### src/design/set_union_dedup_append_top_defines.svh
// Assertion macros used by the top RTL file of the union block.
`ifndef SET_UNION_DEDUP_APPEND_TOP_DEFINES_SVH
`define SET_UNION_DEDUP_APPEND_TOP_DEFINES_SVH

// Checks that the consequent holds in the same cycle as the antecedent.
`define SUD_ASSERT_SAME(label, clk, rst_n, ante, cons) \
    label: assert property (@(posedge clk) disable iff (!(rst_n)) (ante) |-> (cons)) \
        else $error("set union check failed");

// Checks that the consequent holds in the cycle after the antecedent.
`define SUD_ASSERT_NEXT(label, clk, rst_n, ante, cons) \
    label: assert property (@(posedge clk) disable iff (!(rst_n)) (ante) |=> (cons)) \
        else $error("set union check failed");

`endif

### src/design/sud_pkg.sv
`default_nettype none

package sud_pkg;

    // Store geometry.
    localparam int MAX_ENTRIES = 64;
    localparam int VALUE_BITS  = 32;
    localparam int IDX_W       = $clog2(MAX_ENTRIES);
    localparam int CNT_W       = $clog2(MAX_ENTRIES + 1);

    // Search token that walks down the row of cells.
    typedef struct packed {
        logic                  vld;
        logic [VALUE_BITS-1:0] val;
        logic                  hit;
    } t_tok;

endpackage

`default_nettype wire

### src/design/sud_cell.sv
`default_nettype none

module sud_cell (
    input  wire logic                           i_clk,
    input  wire logic                           i_rst_n,
    input  wire logic                           i_wr_en,
    input  wire logic [sud_pkg::VALUE_BITS-1:0] i_wr_val,
    input  wire logic                           i_active,
    input  wire sud_pkg::t_tok                  i_tok,
    output sud_pkg::t_tok                       o_tok
);

    logic [sud_pkg::VALUE_BITS-1:0] r_entry;
    sud_pkg::t_tok                  r_tok;
    sud_pkg::t_tok                  n_tok;

    // The entry held by this cell is written when the append lands here.
    always_ff @(posedge i_clk) begin
        if (i_wr_en) begin
            r_entry <= i_wr_val;
        end
    end

    // A live cell marks the passing token when its entry matches.
    always_comb begin
        n_tok     = i_tok;
        n_tok.hit = i_tok.hit | (i_active & (r_entry == i_tok.val));
    end

    // Hand the token to the next cell.
    always_ff @(posedge i_clk) begin
        if (!i_rst_n) begin
            r_tok.vld <= 1'b0;
        end else begin
            r_tok <= n_tok;
        end
    end

    assign o_tok = r_tok;

endmodule

`default_nettype wire

### src/design/set_union_dedup_append_top.sv
// Streaming union of two integer lists with duplicate removal.
//
// Request channel: an item is taken at a rising edge where start is high
// and busy is low. Each item carries a value, a list select, a flag that
// clears the store before the item, and a flag that marks the last item.
// Result channel: o_strobe is high for one cycle with the result fields;
// there is no back-pressure, so every result must be taken when shown.
// A result appears when the item is appended or when it is the last item.
//
// Request flow: a first-list item is appended without a search; its
// result is registered and shows in the cycle after acceptance, and busy
// stays low, so one such item can be taken every cycle while no search is
// running. A second-list item sends a search token down the row of 64
// compare cells, one cell per cycle; busy is high while the token is in
// the row, and its result is registered once the token leaves the last
// cell, so a new request is taken only after the search is through.
//
// Reset clears the count, the full flag and the search chain; the stored
// entries are not cleared, only entries below the count are compared.
`default_nettype none

`include "set_union_dedup_append_top_defines.svh"

module set_union_dedup_append_top (
    input  wire logic                                  i_clk,
    input  wire logic                                  i_rst_n,
    input  wire logic                                  start,
    output logic                                       busy,
    input  wire logic signed [sud_pkg::VALUE_BITS-1:0] i_value_in,
    input  wire logic                                  i_from_second,
    input  wire logic                                  i_first_of_set,
    input  wire logic                                  i_last_item,
    output logic                                       o_strobe,
    output logic signed [sud_pkg::VALUE_BITS-1:0]      o_value_out,
    output logic                                       o_appended,
    output logic [sud_pkg::IDX_W-1:0]                  o_position,
    output logic [sud_pkg::CNT_W-1:0]                  o_union_count,
    output logic                                       o_done_res,
    output logic                                       o_full_res
);

    localparam int MAX = sud_pkg::MAX_ENTRIES;
    localparam int IW  = sud_pkg::IDX_W;
    localparam int CW  = sud_pkg::CNT_W;
    localparam int VW  = sud_pkg::VALUE_BITS;

    localparam logic S_IDLE = 1'b0;
    localparam logic S_SCAN = 1'b1;

    logic          r_state;
    logic [CW-1:0] r_cnt;
    logic          r_ovf;
    logic          r_last;

    logic          w_acc;
    logic          w_clr;
    logic          w_fin;
    logic          w_eval;
    logic [CW-1:0] w_base_cnt;
    logic          w_base_ovf;
    logic          w_want;
    logic [VW-1:0] w_val;
    logic          w_last;
    logic          w_full;
    logic          w_add;
    logic [CW-1:0] n_cnt;
    logic          n_ovf;
    logic          w_emit;

    sud_pkg::t_tok w_tok [0:MAX];

    assign busy  = (r_state == S_SCAN);
    assign w_acc = start & ~busy;
    assign w_clr = w_acc & i_first_of_set;
    assign w_fin = w_tok[MAX].vld;

    // Second-list requests enter the head of the chain as a search token.
    always_comb begin
        w_tok[0].vld = w_acc & i_from_second;
        w_tok[0].val = $unsigned(i_value_in);
        w_tok[0].hit = 1'b0;
    end

    // Row of compare cells; cell k holds store entry k. A request that clears
    // the store sees no live entry in the cycle it is taken.
    genvar k;
    generate
        for (k = 0; k < MAX; k++) begin : g_cell
            sud_cell u_cell (
                .i_clk    (i_clk),
                .i_rst_n  (i_rst_n),
                .i_wr_en  (w_add && (w_base_cnt[IW-1:0] == IW'(k))),
                .i_wr_val (w_val),
                .i_active ((r_cnt > CW'(k)) & ~w_clr),
                .i_tok    (w_tok[k]),
                .o_tok    (w_tok[k+1])
            );
        end
    endgenerate

    // Append decision, shared by direct first-list requests and finished searches.
    always_comb begin
        if (w_fin) begin
            w_base_cnt = r_cnt;
            w_base_ovf = r_ovf;
            w_want     = ~w_tok[MAX].hit;
            w_val      = w_tok[MAX].val;
            w_last     = r_last;
        end else begin
            w_base_cnt = i_first_of_set ? '0 : r_cnt;
            w_base_ovf = i_first_of_set ? 1'b0 : r_ovf;
            w_want     = 1'b1;
            w_val      = $unsigned(i_value_in);
            w_last     = i_last_item;
        end
        w_eval = w_fin | (w_acc & ~i_from_second);
        w_full = (w_base_cnt == CW'(MAX));
        w_add  = w_eval & w_want & ~w_full;
        n_ovf  = w_base_ovf | (w_want & w_full);
        n_cnt  = w_base_cnt + CW'(w_add);
        w_emit = w_eval & (w_add | w_last);
    end

    // Control state: sequencer, count and full flag.
    always_ff @(posedge i_clk) begin
        if (!i_rst_n) begin
            r_state <= S_IDLE;
            r_cnt   <= '0;
            r_ovf   <= 1'b0;
        end else begin
            if (w_eval) begin
                r_cnt <= n_cnt;
                r_ovf <= n_ovf;
            end else if (w_acc && i_first_of_set) begin
                r_cnt <= '0;
                r_ovf <= 1'b0;
            end
            case (r_state)
                S_IDLE: begin
                    if (w_acc && i_from_second) begin
                        r_state <= S_SCAN;
                    end
                end
                S_SCAN: begin
                    if (w_fin) begin
                        r_state <= S_IDLE;
                    end
                end
                default: begin
                    r_state <= S_IDLE;
                end
            endcase
        end
    end

    // Remember the last-item flag of the request being searched.
    always_ff @(posedge i_clk) begin
        if (w_acc) begin
            r_last <= i_last_item;
        end
    end

    // Result registers.
    always_ff @(posedge i_clk) begin
        if (!i_rst_n) begin
            o_strobe <= 1'b0;
        end else begin
            o_strobe <= w_emit;
        end
    end

    always_ff @(posedge i_clk) begin
        if (w_emit) begin
            o_value_out   <= w_add ? $signed(w_val) : '0;
            o_appended    <= w_add;
            o_position    <= w_add ? w_base_cnt[IW-1:0] : '0;
            o_union_count <= n_cnt;
            o_done_res    <= w_last;
            o_full_res    <= n_ovf;
        end
    end

    `SUD_ASSERT_SAME(a_cnt_bound, i_clk, i_rst_n, 1'b1, r_cnt <= CW'(MAX))
    `SUD_ASSERT_SAME(a_emit_cause, i_clk, i_rst_n, o_strobe, o_appended || o_done_res)
    `SUD_ASSERT_SAME(a_pos_count, i_clk, i_rst_n, o_strobe && o_appended,
                     o_union_count == ({1'b0, o_position} + CW'(1)))
    `SUD_ASSERT_SAME(a_tok_scan, i_clk, i_rst_n, w_fin, r_state == S_SCAN)
    `SUD_ASSERT_NEXT(a_search_busy, i_clk, i_rst_n, start && !busy && i_from_second, busy)

endmodule

`default_nettype wire
### config.mk
export PLATFORM = sky130hd
export DESIGN_NAME = set_union_dedup_append_top
export DESIGN_NICKNAME = d
export VERILOG_FILES = /design/src/design/sud_pkg.sv /design/src/design/sud_cell.sv /design/src/design/set_union_dedup_append_top.sv
export VERILOG_INCLUDE_DIRS = /design/src /design/src/design
export SDC_FILE = /design/constraint.sdc
export NUM_CORES = 2
export LEC_CHECK = 0
export ABC_AREA = 1
export BUFFER_PORTS_ARGS = -buffer_cell sky130_fd_sc_hd__buf_2
export CAP_MARGIN = 20
export CELL_PAD_IN_SITES_DETAIL_PLACEMENT = 1
export CELL_PAD_IN_SITES_GLOBAL_PLACEMENT = 1
export CORE_MARGIN = 5
export CORE_UTILIZATION = 50
export DETAILED_ROUTE_END_ITERATION = 8
export GPL_ROUTABILITY_DRIVEN = 0
export HOLD_SLACK_MARGIN = 0.15
export PLACE_DENSITY = 0.77
export SLEW_MARGIN = 20
export SYNTH_ARGS = -nofsm -noshare
export SYNTH_HDL_FRONTEND = slang
export SYNTH_SLANG_ARGS = --single-unit
### constraint.sdc
create_clock -name i_clk -period 14.94 [get_ports i_clk]
set_input_delay 4.482 -clock i_clk [delete_from_list [all_inputs] [get_ports i_clk]]
set_output_delay 4.482 -clock i_clk [all_outputs]
set_load 0.02 [all_outputs]
==> flow_summary.yaml <==
worst_hold_path:
  min-delay-path-class: "register to register"
  hp_start: "g_cell[12].u_cell.o_tok[33]"
  min_delay_path_depth: 2
  terminating_pin_of_the_worst_hold_path: "g_cell[13].u_cell.o_tok[33]"
timing:
  clock_skew_ns: 0.0573
  worst_slack_ns: 8.00
  slew_viol_final: 0
  finalHoldViolations: 0
  timing.max_slew.rel_slack_pct: 19.6
  finalCritPeriodShare_pct: 46.4
  final.min_clock_period_ns: 6.94
  finalSetupViolCount: 0
  max_freq_ghz: 0.144
  worst_slew_pin_slew_ns: 1.21
  finalSetupTns_ns: 0
  grt_setup_unrepaired: "no"
setup_path:
  largest_delay_share_family_worst_path: "buffers and inverters"
  critPathMostFrequentCell: "sky130_fd_sc_hd__buf_12"
  required_ns: 15.52
  crit_reg_reg_endpoint: "g_cell[33].u_cell.o_tok[0]"
  reg2regPathDepth: 8
  timing.critical_path.cells: "buf_12 > buf_12 > buf_4 > buf_12"
  timing.critical_path.slowest_cell_delay_ns: 0.72
  crit_path_start_kind: "primary input"
  cp_num_buf_inv: 4
  cp_data_arrival_time_ns: 7.52
  critical_path.reg2reg.startpoint: "r_cnt[2]"
  minimum_setup_slack_among_reg_to_reg_paths_ns: 10.77
  cp_num_cells: 4
  slowest_stage: "sky130_fd_sc_hd__buf_4"
  worst-setup-path-type: "primary input to register"
  end_kind: "register"
  worstPathMaxFanout: 188
detailed_routing:
  drc: 0
  via_total_after_detailed_routing: 96600
  dr.first_iter.drc_count: 13300
  totalWireLength_mm: 522
  drtAntennaViolNets: 0
  drt_first_pass_iters: 7
  detail_route.vias_per_cell: 5.65
  wl_per_cell_um: 30.6
cts:
  root_buffer: "sky130_fd_sc_hd__clkbuf_16"
  clk_pin_slew_ns: 0.06
  cts.sink_count: 4283
  postCtsSetupRepairBufs: 0
  clock_path_buffers: 4
  tritoncts: "yes"
  cts_hold_repair.buffers: 0
  cts-buffers-inserted: 428
  cts-htree-levels: 5
  insertion_delay_ns: 1.00
  cts.repair.resized: 0
finish:
  stdcell_area_um2: 185000
  area_delta_synth_final_pct: 13.0
  regArea_um2: 128000
  fill_cells: 31100
  multiInputGateArea_um2: 29700
  final_layout_size_suffix_gt1_share_pct: 7.95
  layout.cells.non_filler: 17100
  nNetsFinal: 12400
global_routing:
  first_global_vias: 102000
  grt_use_total_pct: 30.4
  largest_net_degree_at_the_start_of_global_routing: 189
  grt_first_pass_wirelength_mm: 737
  overflow: 0
  initial_antenna_violation_count: 36
placed_design:
  port_buffers: 87
  pre_cts_slack_ns: 7.11
  dp.final_hpwl_mm: 332
  placed_cells_incl_taps: 16300
  placed_cell_area_um2: 171000
pwr:
  power_switching_share_pct: 22.3
  power_per_cell_area_nw_per_um2: 139
  internal_power_summed_over_all_cells_w: 0.0200
  leakagePower_nw: 69.3
  share_comb_of_total_power_pct: 3.3
  sequentialPowerShare_pct: 54.4
  clock_group_share_of_total_power_pct: 42.3
  max-vdd-ir-drop_v: 0.0000928
  switchingPower_w: 0.00574
logic_synthesis:
  syn-num-nets: 11800
  yosysSeqAreaShare_pct: 78.2
  post_synth_inst_count: 11800
  synth.lib_cells_used.distinct: 36
  synth_warnings: 0
  synth_ff_type: "sky130_fd_sc_hd__edfxtp_1"
  synthesis.area_per_instance_um2: 13.9
  asyncSetResetFlopFracSynth_pct: 0
  post_synth_instance_area_um2: 164000
  post_synth_edffs: 4209
  synth-seq-cells: 4283
floorplanning:
  floorplan.io_pins: 88
  die_height_um: 582
  placement_rows: 210
  die_width_um: 582
  core_um2: 327000
  floorplan.die_area_um2: 339000
  floorplan.initialDensity_pct: 50.1
job:
  maxCapViolCount: 0
run_status:
  status: "finished, final reports clean"
## synth_stat cells, types with 20 or more instances
| master | number | area [µm²] |
|---|---|---|
| sky130_fd_sc_hd__nand3_1 | 145 | 726 |
| sky130_fd_sc_hd__o21ai_0 | 124 | 621 |
| sky130_fd_sc_hd__inv_1 | 1595 | 5990 |
| sky130_fd_sc_hd__or2_2 | 47 | 294 |
| sky130_fd_sc_hd__edfxtp_1 | 4209 | 126000 |
| sky130_fd_sc_hd__xnor2_1 | 1163 | 10200 |
| sky130_fd_sc_hd__nand2_1 | 3057 | 11500 |
| sky130_fd_sc_hd__nand4_1 | 77 | 482 |
| sky130_fd_sc_hd__dfxtp_1 | 74 | 1480 |
| sky130_fd_sc_hd__xor2_1 | 132 | 1160 |
| sky130_fd_sc_hd__nor2_1 | 967 | 3630 |
| sky130_fd_sc_hd__o22ai_1 | 20 | 125 |
## power groups by stage
stage	sequential, W	combinational (W)	clock, W
2_1_floorplan	0.0140	0.000377	0
3_3_place_gp	0.0142	0.000782	0
3_5_place_dp	0.0142	0.000833	0
4_1_cts	0.0140	0.000855	0.0110
5_1_grt	0.0140	0.000904	0.0116
6_report	0.0140	0.000861	0.0109
## cell usage in the layout (no fill, tap or decap), types with 9 or more instances in the layout
cell                         instances
sky130_fd_sc_hd__dfxtp_1            74
sky130_fd_sc_hd__xnor2_1          1163
sky130_fd_sc_hd__o21ai_0           123
sky130_fd_sc_hd__xor2_1            132
sky130_fd_sc_hd__inv_2              14
sky130_fd_sc_hd__inv_1            1562
sky130_fd_sc_hd__nand2_2             9
sky130_fd_sc_hd__bufinv_16          45
sky130_fd_sc_hd__o22ai_1            20
sky130_fd_sc_hd__clkinv_1           88
sky130_fd_sc_hd__or2_2              47
sky130_fd_sc_hd__clkinvlp_4         15
sky130_fd_sc_hd__nor3_1             11
sky130_fd_sc_hd__nor2_4             16
sky130_fd_sc_hd__a21oi_1            16
sky130_fd_sc_hd__clkbuf_1           81
sky130_fd_sc_hd__diode_2            16
sky130_fd_sc_hd__nor2_1            923
sky130_fd_sc_hd__nor2_2             39
sky130_fd_sc_hd__clkbuf_16         437
sky130_fd_sc_hd__inv_4              33
sky130_fd_sc_hd__buf_12             16
sky130_fd_sc_hd__nand3_1           144
sky130_fd_sc_hd__buf_2              86
sky130_fd_sc_hd__nor3_4             14
sky130_fd_sc_hd__clkinv_2           88
sky130_fd_sc_hd__clkbuf_8           10
sky130_fd_sc_hd__nand2_1          3057
sky130_fd_sc_hd__o21ai_1            11
sky130_fd_sc_hd__buf_4             105
sky130_fd_sc_hd__nand4_1            77
sky130_fd_sc_hd__edfxtp_1         4209
## logic make-up (layout without fill, tap and decap cells)
| family | Yosys count | after routing | share of synthesized area [%] |
|---|---|---|---|
| compound gates | 181 | 181 | 0.587 |
| xor+xnor | 1295 | 1295 | 6.94 |
| fa+ha+maj | 2 | 2 | 0.0153 |
| buf+inv | 1647 | 2605 | 3.83 |
| flops | 4283 | 4283 | 78.2 |
| other cells | 0 | 16 | 0 |
| simple gates | 4357 | 4357 | 10.4 |
## stage by stage
| step | power, W | utilization [%] | hold WS, ns |
|---|---|---|---|
| after CTS | 0.0258 | 56.5 | 0.406 |
| after detailed placement | 0.0151 | 52.2 | 0.398 |
| final | 0.0257 | 56.6 | 0.411 |
| after global routing | 0.0265 | 56.6 | 0.435 |
| after global placement | 0.0150 | 52.2 | 0.419 |
| after floorplan | 0.0144 | - | 0.390 |
## routing by layer
metal	share of wire, %	global-route usage, %	wire [µm]	vias up
met5	0.073	0	381	-
met4	6.6	16.6	34300	16
met3	8.9	5.18	46200	1427
met2	49	50.8	255000	5708
met1	36	38.0	187000	49300
li1	-	-	-	40200
## worst max-delay path by stage
| stage | endpoint | startpoint |
|---|---|---|
| 2_1_floorplan | g_cell[62].u_cell.r_entry[0] | start |
| 3_3_place_gp | g_cell[58].u_cell.o_tok[20] | i_rst_n |
| 3_5_place_dp | r_cnt[6] | i_rst_n |
| 4_1_cts | r_cnt[6] | i_rst_n |
| 5_1_grt | r_cnt[6] | i_rst_n |
| 6_report | g_cell[57].u_cell.o_tok[21] | i_rst_n |
## sequential cells by signal (all words and copies together) (netlist names)
| register | count |
|---|---|
| g_cell.u_cell.o_tok | 2176 |
| g_cell.u_cell.r_entry | 2048 |
| o_value_out | 32 |
| o_union_count | 7 |
| r_cnt | 7 |
| o_position | 6 |
| busy | 1 |
| o_appended | 1 |
| o_done_res | 1 |
| o_full_res | 1 |
| o_strobe | 1 |
| r_last | 1 |
| r_ovf | 1 |
## cell type report
class	instances	share of cell area [%]
clock buffers	528	6.16
repair buffers	207	0.833
clock inverters	260	1.42
multi-input cells	5835	16.1
diodes	16	0.0217
flip-flops and latches	4283	69.2
inverters	1610	3.32
well taps	4346	2.94
## worst reg2reg max path, stage by stage, from the launching register on
cell,delay (ns)
sky130_fd_sc_hd__dfxtp_1,0.54
sky130_fd_sc_hd__nor2_1,0.90
sky130_fd_sc_hd__nand2_1,0.99
sky130_fd_sc_hd__inv_2,0.80
sky130_fd_sc_hd__nand2_1,0.25
sky130_fd_sc_hd__nand2_1,0.11
sky130_fd_sc_hd__nor2_1,0.09
sky130_fd_sc_hd__nand3_1,0.16
sky130_fd_sc_hd__o21bai_1,0.07
(Power assumes the default switching activity.)
